===== src/hw/rtl/timer_bank_one_shot_periodic_macros.svh =====
// Assertion macros for the timer bank.
// Used by the top level; no other dependencies.
`ifndef TIMER_BANK_ONE_SHOT_PERIODIC_MACROS_SVH
`define TIMER_BANK_ONE_SHOT_PERIODIC_MACROS_SVH
`ifndef ASSERT_OFF
`define TBO_ASSERT(lbl, clk, rstn, prop) \
  lbl: assert property (@(posedge clk) disable iff (!rstn) (prop)) \
    else $error("tbo assertion failed");
`define TBO_ASSERT_NEVER(lbl, clk, rstn, prop) \
  lbl: assert property (@(posedge clk) disable iff (!rstn) !(prop)) \
    else $error("tbo forbidden condition");
`else
`define TBO_ASSERT(lbl, clk, rstn, prop)
`define TBO_ASSERT_NEVER(lbl, clk, rstn, prop)
`endif
`endif


===== src/hw/rtl/tbo_pkg.sv =====
// Shared constants, codes and types of the timer bank.
// No dependencies.
package tbo_pkg;

  localparam int NUM_TIMERS = 16;
  localparam int IDX_W      = (NUM_TIMERS > 1) ? $clog2(NUM_TIMERS) : 1;
  localparam int SEL_W      = 7;

  localparam logic [1:0] CMD_ARM      = 2'd0;
  localparam logic [1:0] CMD_STOP     = 2'd1;
  localparam logic [1:0] CMD_STOP_ALL = 2'd2;
  localparam logic [1:0] CMD_SCAN     = 2'd3;

  typedef enum logic [2:0] {
    ST_IDLE = 3'b001,
    ST_SCAN = 3'b010,
    ST_FIN  = 3'b100
  } tbo_state_e;

  typedef struct packed {
    logic        arm;
    logic        stop;
    logic        stop_all;
    logic        adv;
    logic        repeating;
    logic [30:0] timeout;
    logic [31:0] now;
  } tbo_cell_ctrl_t;

endpackage


===== src/hw/rtl/timer_bank_one_shot_periodic.sv =====
// Timer bank top level: command decode, scan token control, result register.
// Arm, stop and stop-all give their single word in the cycle after acceptance.
// A scan walks the chain of timer cells one cell per cycle while the output register is free;
// its last word is registered from state ST_FIN.
// The next word is accepted once the previous one has finished and the output
// register is free. Reset stops all timers and clears deadline and period.
`include "timer_bank_one_shot_periodic_macros.svh"
module timer_bank_one_shot_periodic (
  input  logic        clk_i,
  input  logic        rst_ni,
  input  logic        in_valid_i,
  output logic        in_ready_o,
  input  logic [1:0]  cmd_i,
  input  logic [3:0]  timer_index_i,
  input  logic [30:0] timeout_i,
  input  logic        repeating_i,
  input  logic [31:0] now_i,
  output logic        out_valid_o,
  input  logic        out_ready_i,
  output logic        status_o,
  output logic        fired_o,
  output logic [3:0]  fired_index_o,
  output logic        last_o
);

  localparam int N = tbo_pkg::NUM_TIMERS;
  localparam int W = tbo_pkg::IDX_W;

  tbo_pkg::tbo_state_e     state_q, state_d;
  tbo_pkg::tbo_cell_ctrl_t ctrl;

  logic [W-1:0]   idx_q;
  logic [31:0]    now_q;
  logic           pend_v_q;
  logic [3:0]     pend_idx_q;
  logic           out_valid_q, status_q, fired_q, last_q;
  logic [3:0]     fired_index_q;

  logic [N-1:0]   sel, running, fire, tok;
  logic           accept, ok_load, adv, start, any_fire, busy, fin_go;
  logic [W+3:0]   idx_ext;
  logic [3:0]     idx4;

  assign ok_load    = !out_valid_q || out_ready_i;
  assign in_ready_o = (state_q == tbo_pkg::ST_IDLE) && ok_load;
  assign accept     = in_valid_i && in_ready_o;
  assign start      = accept && (cmd_i == tbo_pkg::CMD_SCAN);
  assign adv        = (state_q == tbo_pkg::ST_SCAN) && ok_load;
  assign fin_go     = (state_q == tbo_pkg::ST_FIN) && ok_load;
  assign any_fire   = |fire;
  assign busy       = |(sel & running);
  assign idx_ext    = {4'b0, idx_q};
  assign idx4       = idx_ext[3:0];

  always_comb begin
    ctrl.arm       = accept && (cmd_i == tbo_pkg::CMD_ARM);
    ctrl.stop      = accept && (cmd_i == tbo_pkg::CMD_STOP);
    ctrl.stop_all  = accept && (cmd_i == tbo_pkg::CMD_STOP_ALL);
    ctrl.adv       = adv;
    ctrl.repeating = repeating_i;
    ctrl.timeout   = timeout_i;
    ctrl.now       = (state_q == tbo_pkg::ST_SCAN) ? now_q : now_i;
  end

  for (genvar i = 0; i < N; i++) begin : g_cell
    assign sel[i] = ({3'b0, timer_index_i} == tbo_pkg::SEL_W'(i));
    tbo_cell u_cell (
      .clk_i      (clk_i),
      .rst_ni     (rst_ni),
      .ctrl_i     (ctrl),
      .sel_i      (sel[i]),
      .tok_load_i (start || adv),
      .tok_i      ((i == 0) ? start : tok[(i == 0) ? 0 : i - 1]),
      .tok_o      (tok[i]),
      .running_o  (running[i]),
      .fire_o     (fire[i])
    );
  end

  always_comb begin
    state_d = state_q;
    case (state_q)
      tbo_pkg::ST_IDLE: if (start) state_d = tbo_pkg::ST_SCAN;
      tbo_pkg::ST_SCAN: if (adv && (idx_q == W'(N - 1))) state_d = tbo_pkg::ST_FIN;
      tbo_pkg::ST_FIN:  if (ok_load) state_d = tbo_pkg::ST_IDLE;
      default:          state_d = tbo_pkg::ST_IDLE;
    endcase
  end

  always_ff @(posedge clk_i or negedge rst_ni) begin
    if (!rst_ni) begin
      state_q     <= tbo_pkg::ST_IDLE;
      idx_q       <= '0;
      pend_v_q    <= 1'b0;
      out_valid_q <= 1'b0;
    end else begin
      state_q <= state_d;
      if (start) begin
        idx_q    <= '0;
        pend_v_q <= 1'b0;
      end else if (adv) begin
        idx_q <= idx_q + W'(1);
        if (any_fire) begin
          pend_v_q <= 1'b1;
        end
      end else if (fin_go) begin
        pend_v_q <= 1'b0;
      end
      if ((accept && !start) || (adv && any_fire && pend_v_q) || fin_go) begin
        out_valid_q <= 1'b1;
      end else if (out_ready_i) begin
        out_valid_q <= 1'b0;
      end
    end
  end

  always_ff @(posedge clk_i) begin
    if (start) begin
      now_q <= now_i;
    end
    if (adv && any_fire) begin
      pend_idx_q <= idx4;
    end
    if (accept && !start) begin
      status_q      <= (cmd_i == tbo_pkg::CMD_ARM) && busy;
      fired_q       <= 1'b0;
      fired_index_q <= 4'd0;
      last_q        <= 1'b1;
    end else if (adv && any_fire && pend_v_q) begin
      status_q      <= 1'b0;
      fired_q       <= 1'b1;
      fired_index_q <= pend_idx_q;
      last_q        <= 1'b0;
    end else if (fin_go) begin
      status_q      <= 1'b0;
      fired_q       <= pend_v_q;
      fired_index_q <= pend_v_q ? pend_idx_q : 4'd0;
      last_q        <= 1'b1;
    end
  end

  assign out_valid_o   = out_valid_q;
  assign status_o      = status_q;
  assign fired_o       = fired_q;
  assign fired_index_o = fired_index_q;
  assign last_o        = last_q;

  `TBO_ASSERT(a_tok_onehot0, clk_i, rst_ni, $onehot0(tok))
  `TBO_ASSERT(a_fire_scan, clk_i, rst_ni, (|fire) |-> (state_q == tbo_pkg::ST_SCAN))
  `TBO_ASSERT_NEVER(a_ready_pend, clk_i, rst_ni, in_ready_o && pend_v_q)
  `TBO_ASSERT(a_nonlast_busy, clk_i, rst_ni,
              (out_valid_o && !last_o) |-> (state_q != tbo_pkg::ST_IDLE))

endmodule


===== src/hw/rtl/tbo_cell.sv =====
// One timer of the bank: deadline, period and flags, plus the scan token.
// Depends on tbo_pkg.
module tbo_cell (
  input  logic                    clk_i,
  input  logic                    rst_ni,
  input  tbo_pkg::tbo_cell_ctrl_t ctrl_i,
  input  logic                    sel_i,
  input  logic                    tok_load_i,
  input  logic                    tok_i,
  output logic                    tok_o,
  output logic                    running_o,
  output logic                    fire_o
);

  logic [31:0] deadline_q, deadline_d;
  logic [30:0] period_q, period_d;
  logic        running_q, running_d;
  logic        periodic_q, periodic_d;
  logic        tok_q;
  logic [31:0] diff;
  logic        due;

  assign diff   = ctrl_i.now - deadline_q;
  assign due    = ~diff[31];
  assign fire_o = tok_q & ctrl_i.adv & running_q & due;

  always_comb begin
    deadline_d = deadline_q;
    period_d   = period_q;
    running_d  = running_q;
    periodic_d = periodic_q;
    if (fire_o) begin
      if (periodic_q) begin
        deadline_d = deadline_q + {1'b0, period_q};
      end else begin
        running_d = 1'b0;
      end
    end
    if (ctrl_i.arm && sel_i && !running_q) begin
      deadline_d = ctrl_i.now + {1'b0, ctrl_i.timeout};
      period_d   = ctrl_i.timeout;
      periodic_d = ctrl_i.repeating;
      running_d  = 1'b1;
    end
    if ((ctrl_i.stop && sel_i) || ctrl_i.stop_all) begin
      running_d = 1'b0;
    end
  end

  always_ff @(posedge clk_i or negedge rst_ni) begin
    if (!rst_ni) begin
      deadline_q <= '0;
      period_q   <= '0;
      running_q  <= 1'b0;
      periodic_q <= 1'b0;
      tok_q      <= 1'b0;
    end else begin
      deadline_q <= deadline_d;
      period_q   <= period_d;
      running_q  <= running_d;
      periodic_q <= periodic_d;
      if (tok_load_i) begin
        tok_q <= tok_i;
      end
    end
  end

  assign tok_o     = tok_q;
  assign running_o = running_q;

endmodule


===== config.mk =====
export PLATFORM = sky130hd
export DESIGN_NAME = timer_bank_one_shot_periodic
export DESIGN_NICKNAME = d
export VERILOG_FILES = /design/src/hw/rtl/tbo_pkg.sv /design/src/hw/rtl/timer_bank_one_shot_periodic.sv /design/src/hw/rtl/tbo_cell.sv
export VERILOG_INCLUDE_DIRS = /design/src /design/src/hw/rtl
export SDC_FILE = /design/constraint.sdc
export NUM_CORES = 2
export LEC_CHECK = 0
export ABC_CLOCK_PERIOD_IN_PS = 6900
export BUFFER_PORTS_ARGS = -buffer_cell sky130_fd_sc_hd__buf_2
export CORE_MARGIN = 2
export CORE_UTILIZATION = 40
export DETAILED_ROUTE_END_ITERATION = 16
export GPL_ROUTABILITY_DRIVEN = 0
export GPL_TIMING_DRIVEN = 0
export SETUP_SLACK_MARGIN = 0.05
export SLEW_MARGIN = 40
export SYNTH_ARGS = -nofsm -noshare
export SYNTH_HDL_FRONTEND = slang
export SYNTH_HIERARCHICAL = 1
export SYNTH_SLANG_ARGS = --single-unit

===== constraint.sdc =====
create_clock -name clk_i -period 6.9 [get_ports clk_i]
set_clock_uncertainty 0.1 [all_clocks]
set_input_delay 0.69 -clock clk_i [delete_from_list [all_inputs] [get_ports clk_i]]
set_output_delay 0.69 -clock clk_i [all_outputs]
set_load 0.005 [all_outputs]

* Yosys cells after proc, flatten, opt, wreduce, memory -nomap -nowiden *
Index checks and enable logic that the tools add are counted.

storage, ports and cells
  register bits = 1108
  input port bits = 74
  latch bits = 0
  logic and storage cells = 555
  ROM bits = 0
  RAM bits = 0
  memories kept = 0

operators by class
  add/sub/neg operators = 34
  multiply operators = 0
  divide/modulo/power cells = 0
  $lt $le $gt $ge = 0
  equality and inequality tests = 42
  bitwise gates (word level) = 65
  reduce and logical (&&, ||, !) cells = 190
  multiplexer cells = 134
  shift-type cells = 0

operators with widths
  kind                   number
  $mux W32               49
  $add A32 B31 Y32       17
  $sub A32 B32 Y32       16
  $mux W1                76
  $reduce_bool A2 Y1     35
  $reduce_and A2 Y1      33
  $logic_and A1 B1 Y1    61
  $reduce_bool A3 Y1     18
  $and A1 B1 Y1          48
  $ne A3 B3 Y1 const B   16
  $eq A4 B4 Y1 const B   9
  $reduce_or A16 Y1      2
  $logic_or A1 B1 Y1     20
  $mux W4                5
  $logic_not A1 Y1       18
  $and A16 B16 Y16       1
  $eq A4 B3 Y1 const B   4
  $not A1 Y1             16
  $mux W3                3
  $pmux W3 S3            1
  $eq A4 B2 Y1 const B   2
  $add A4 B1 Y4 const B  1
  $eq A2 B2 Y1 const B   2
  $eq A4 B1 Y1 const B   1
  10 further kinds       11

* Longest topological paths before layout *
  depth in word-level cells = 12
  depth in mapped cells = 18
  depth with buffers taken out = 16

* By module *
Netlist, hierarchy kept.

by module, submodules not included
  module                            instances  cells each  area an instance (µm²)  sequential area each (µm²)
  tbo_cell (g_cell[10].u_cell ...)  7          866         6789.0                  1651.6
  tbo_cell (g_cell[4].u_cell ...)   5          844         6826.5                  1651.6
  tbo_cell (g_cell[11].u_cell ...)  2          795         6407.4                  1651.6
  tbo_cell (g_cell[0].u_cell)       1          838         6681.4                  1651.6
  tbo_cell (g_cell[8].u_cell)       1          788         6475.0                  1651.6
  timer_bank_one_shot_periodic      1          197         2580.0                  1457.6

* Least setup slack after synthesis *
Ideal clock, no wire load.

  path kind = reg-to-reg
  start point = register state_q[2]
  end point = register fired_index_q[0], in the netlist fired_index_o[0]
  arrival = 4.115 ns
  data required time = 6.683 ns
  setup time = 0.117 ns
  clock period less this slack = 4.332 ns
  setup slack = 2.568 ns
  stages on the path, launching flop included = 18
  path through = dfrtp_1 > nor3b_2 > buf_6 > buf_2 > mux2_2 > ha_1 > and2_4 > a221o_1 > a21o_1 > a211oi_2 > nand3_1 > nand2_1 > xnor2_1 > nor2_1 > nor4_2 > nand4_2 > a22o_4 > a32o_2

RTL lines
  element                   RTL line                             source
  start: declaration        timer_bank_one_shot_periodic.sv:29   tbo_pkg::tbo_state_e state_q, state_d;
  start signal: assignment  timer_bank_one_shot_periodic.sv:92   state_q <= tbo_pkg::ST_IDLE;
  start signal: assignment  timer_bank_one_shot_periodic.sv:97   state_q <= state_d;
  end signal: assignment    timer_bank_one_shot_periodic.sv:132  fired_index_q <= pend_idx_q;
  end signal: assignment    timer_bank_one_shot_periodic.sv:137  fired_index_q <= pend_v_q ? pend_idx_q : 4'd0;
  end: declaration          timer_bank_one_shot_periodic.sv:37   logic [3:0] fired_index_q;

==> metrics.txt <==
# TYPE chip_impl_metric gauge
chip_impl_metric{name="postCtsHoldBufs",unit=""} 30
chip_impl_metric{name="worst-path-buf-inv",unit=""} 4
chip_impl_metric{name="worst-endpoint-required",unit="ns"} 7.51
chip_impl_metric{name="seq_area_frac_synth",unit=""} 0.253
chip_impl_metric{name="max_cap_viol_count",unit=""} 0
chip_impl_metric{name="placedCellCount",unit=""} 17500
chip_impl_metric{name="grt_antenna_before_repair",unit=""} 20
chip_impl_metric{name="synth.area.mux_share",unit=""} 0.0374
chip_impl_metric{name="start_util",unit=""} 0.402
chip_impl_metric{name="timing.critical_path.arrival",unit="ns"} 7.20
chip_impl_metric{name="place.detailed.hpwl",unit="mm"} 299
chip_impl_metric{name="syn-num-nets",unit=""} 15300
chip_impl_metric{name="cts-resized-gates",unit=""} 0
chip_impl_metric{name="post-layout-total-power",unit="µW"} 27200
chip_impl_metric{name="area.growth.synth_to_final",unit="%"} 12.1
chip_impl_metric{name="power_density",unit="nW/µm²"} 220
chip_impl_info{name="worst_path_cell_trace",value="nor3b_2, buf_6, buf_2, mux2_8, buf_16, ha_1, nand4_1, or2_1, nor4_1, o311a_2, nor2_1, xnor2_1, nand2_1, inv_1, nor4_4, nand4_2, a22o_4, a32o_2"} 1
chip_impl_metric{name="routed_wire_length_per_instance",unit="µm"} 23.6
chip_impl_metric{name="grt_usage",unit=""} 0.292
chip_impl_metric{name="clock.fmax",unit="GHz"} 0.152
chip_impl_metric{name="post_cts.repair.setup_buffers",unit=""} 0
chip_impl_metric{name="portBuffers",unit=""} 82
chip_impl_metric{name="finalNonFillerCells",unit=""} 17800
chip_impl_metric{name="crit_fanout",unit=""} 21
chip_impl_metric{name="worst_pin_slew",unit="ns"} 0.903
chip_impl_metric{name="cts.path.max_buffers",unit=""} 3
chip_impl_metric{name="die_w",unit="µm"} 529
chip_impl_info{name="critical_path_class",value="reg -> reg"} 1
chip_impl_info{name="mostFrequentLayoutCells",value="2432 x nand2_1, 1473 x ha_1, 1287 x a21oi_1"} 1
chip_impl_metric{name="cts.htree.levels",unit=""} 4
chip_impl_metric{name="ys_seq_elements",unit=""} 1108
chip_impl_info{name="cts_tree",value="built"} 1
chip_impl_metric{name="pin_count_of_the_biggest_net_entering_global_routing",unit=""} 97
chip_impl_metric{name="compound_gate_fraction_of_synth_area",unit=""} 0.232
chip_impl_metric{name="static-leakage-power",unit="µW"} 0.0584
chip_impl_metric{name="cts_made_buffers",unit=""} 151
chip_impl_metric{name="detail_route.drc_violations",unit=""} 0
chip_impl_metric{name="final_layout_size_suffix_gt1_frac",unit=""} 0.0683
chip_impl_metric{name="fin_tns_setup",unit="ns"} 0
chip_impl_metric{name="overflow",unit=""} 0
chip_impl_metric{name="yosysWarningCount",unit=""} 6
chip_impl_metric{name="met2_length",unit="mm"} 186
chip_impl_metric{name="floorplan.rows",unit=""} 192
chip_impl_metric{name="die_area",unit="µm²"} 280000
chip_impl_metric{name="fp.coreArea",unit="µm²"} 274000
chip_impl_info{name="clk_root_buffer_cell",value="clkbuf_16"} 1
chip_impl_metric{name="yosys.area_share.xor_xnor",unit=""} 0.0638
chip_impl_metric{name="grt_first_pass_wirelength",unit="mm"} 623
chip_impl_metric{name="finalWorstPathRequiredPeriod",unit="ns"} 6.59
chip_impl_metric{name="detail-route-antenna-nets",unit=""} 0
chip_impl_info{name="setup.worst_path.start_class",value="flop"} 1
chip_impl_metric{name="synth_enable_flop_cells",unit=""} 37
chip_impl_metric{name="post_synth_inst_count",unit=""} 13700
chip_impl_info{name="route.top_layer_used",value="met4"} 1
chip_impl_info{name="grt_setup_unrepaired",value="false"} 1
chip_impl_metric{name="drt-initial-drc-count",unit=""} 9481
chip_impl_info{name="critical_path.endpoint_type",value="flop"} 1
chip_impl_metric{name="clkSlewWorstSetupHoldPaths",unit="ns"} 0.06
chip_impl_metric{name="die_height",unit="µm"} 529
chip_impl_metric{name="finalHoldViolations",unit=""} 0
chip_impl_metric{name="report.final.setup_viol",unit=""} 0
chip_impl_metric{name="clk_latency",unit="ns"} 0.84
chip_impl_metric{name="timing.slew.headroom",unit=""} 0.395
chip_impl_info{name="critical-path-top-delay-family",value="simple AND/OR/NAND/NOR gates"} 1
chip_impl_metric{name="syn_avg_cell_area",unit="µm²"} 8.05
chip_impl_metric{name="postSynth.asyncResetShare",unit=""} 0.961
chip_impl_metric{name="worst_path_largest_cell_delay",unit="ns"} 0.74
chip_impl_info{name="min_path_type",value="in -> reg"} 1
chip_impl_metric{name="drtPass1Iterations",unit=""} 6
chip_impl_metric{name="final.period_utilization",unit=""} 0.956
chip_impl_metric{name="route.layer.met1.wl",unit="mm"} 179
chip_impl_metric{name="route.final.wire_length",unit="mm"} 420
chip_impl_info{name="final_common_cell",value="nand2_1"} 1
chip_impl_info{name="postSynth.topFlopCell",value="dfrtp_1"} 1
chip_impl_metric{name="post_synth_and_or_nand_nor_area_fraction",unit=""} 0.197
chip_impl_metric{name="dr_total_vias",unit=""} 105000
chip_impl_metric{name="met3_wirelength",unit="mm"} 30.6
chip_impl_metric{name="io_pins",unit=""} 83
chip_impl_metric{name="drt-vias-per-instance",unit=""} 5.90
chip_impl_metric{name="vdd.ir_drop.worst",unit="mV"} 0.251
chip_impl_metric{name="final-max-slew-violation-count",unit=""} 0
chip_impl_metric{name="share_of_synthesized_cell_area_in_full_adder_half_adder_and_majority_cells",unit=""} 0.173
chip_impl_metric{name="number_of_global_route_vias_before_repair",unit=""} 98200
chip_impl_metric{name="synth_cell_types",unit=""} 129
chip_impl_info{name="slowest_stage",value="nor4_1"} 1
chip_impl_metric{name="mapped_cell_area",unit="µm²"} 110000
chip_impl_metric{name="whs",unit="ns"} 0.0381
chip_impl_metric{name="cts_sinks",unit=""} 1108
chip_impl_metric{name="layout.nets",unit=""} 15600
chip_impl_info{name="largest_family_of_logic_cells_by_synthesized_area",value="compound AO/OA/AOI/OAI gates"} 1
chip_impl_info{name="status",value="completed"} 1
==> cell usage after synthesis (all sizes together) (139+ instances only) <==
| library cell | count | area, µm² |
|---|---|---|
| nor2b | 139 | 877 |
| xor2 | 292 | 2560 |
| xnor2 | 511 | 4480 |
| ha | 1473 | 18400 |
| o21ai | 868 | 4380 |
| nor3 | 221 | 1180 |
| buf | 167 | 1080 |
| nand3 | 328 | 1650 |
| a211oi | 219 | 1770 |
| a31oi | 164 | 1120 |
| a21oi | 1316 | 6710 |
| inv | 773 | 2900 |
| dfrtp | 1064 | 26600 |
| a21o | 427 | 3250 |
| nand2 | 2437 | 9230 |
| nand4 | 172 | 1090 |
| mux2i | 327 | 3290 |
| clkbuf | 218 | 827 |
| nor2 | 863 | 3290 |
| nand2b | 158 | 988 |
==> final timing paths <==
check / slack, ns / cells past startpoint / startpoint / endpoint
setup / recovery: 0.31 / 18 / state_q[1]$_DFFE_PN0P_ / fired_index_o[3]$_SDFFE_PP0P_
hold / removal: 0.04 / 1 / now_i[7] / now_q[7]$_DFFE_PP_
setup reg to reg: 0.31 / 18 / state_q[1]$_DFFE_PN0P_ / fired_index_o[3]$_SDFFE_PP0P_
hold reg to reg: 0.36 / 1 / pend_idx_q[0]$_DFFE_PP_ / fired_index_o[0]$_SDFFE_PP0P_
max in group asynchronous: 4.57 / 5 / rst_ni / g_cell[7].u_cell/deadline_q[28]$_DFFE_PN0P_
min in group asynchronous: 0.26 / 2 / rst_ni / g_cell[3].u_cell/period_q[21]$_DFFE_PN0P_
==> layout make-up <==
class,instances,area (µm²)
Antenna cell,5,12.5
Buffer,385,1910
Clock buffer,201,4270
Clock inverter,75,987
Fill cell,27400,150000
Inverter,773,2910
Multi-Input combinational cell,11400,78000
Sequential cell,1108,27900
Tap cell,3589,4490
Timing Repair Buffer,204,3060
==> worst reg2reg max path: stages, from the launching register on <==
cell     delay, ns
dfrtp_1       0.42
nor3b_2       0.25
buf_6         0.21
buf_2         0.43
mux2_8        0.53
buf_16        0.28
ha_1          0.38
nand4_1       0.12
or2_1         0.26
nor4_1        0.74
o311a_2       0.42
nor2_1        0.08
xnor2_1       0.15
nand2_1       0.17
inv_1         0.29
nor4_4        0.58
nand4_2       0.44
a22o_4        0.41
a32o_2        0.21
==> registers in the layout (all words and copies together) (netlist names) <==
signal,cells
pend_v_q,1
out_valid_o,1
g_cell.u_cell/running_o,16
g_cell.u_cell/period_q,496
fired_o,1
g_cell.u_cell/tok_o,16
last_o,1
status_o,1
now_q,32
pend_idx_q,4
g_cell.u_cell/deadline_q,512
state_q,3
fired_index_o,4
idx4,4
g_cell.u_cell/periodic_q,16
==> per-layer routing <==
metal | global-route usage | vias to the layer above
met5 | 0 | -
met4 | 0.149 | 0
met3 | 0.0419 | 971
met2 | 0.463 | 3844
met1 | 0.385 | 50100
li1 | - | 49900
==> cell families after synthesis <==
| kind of cell | count (synthesis) |
|---|---|
| buf+inv | 1158 |
| simple gates | 4811 |
| mux | 400 |
| xor+xnor | 803 |
| fa+ha+maj | 1505 |
| flops | 1108 |
| compound gates | 3910 |
==> power by group <==
part           total [µW]  switching (µW)  internal [µW]
clock network        8550            3440           5110
logic               10500            6270           4210
registers            8170             758           7410
total               27200           10500          16700
==> stage by stage <==
step                      instance area, µm²   util  worst slack, ns
final                                 124000  0.451            0.306
after global routing                  124000  0.451            0.301
after detailed placement              118000  0.431            0.578
after CTS                             124000  0.451            0.507
after global placement                115000  0.420           -20.81
after floorplan                       110000      -             2.57
Power figures use the tool's default switching activity.
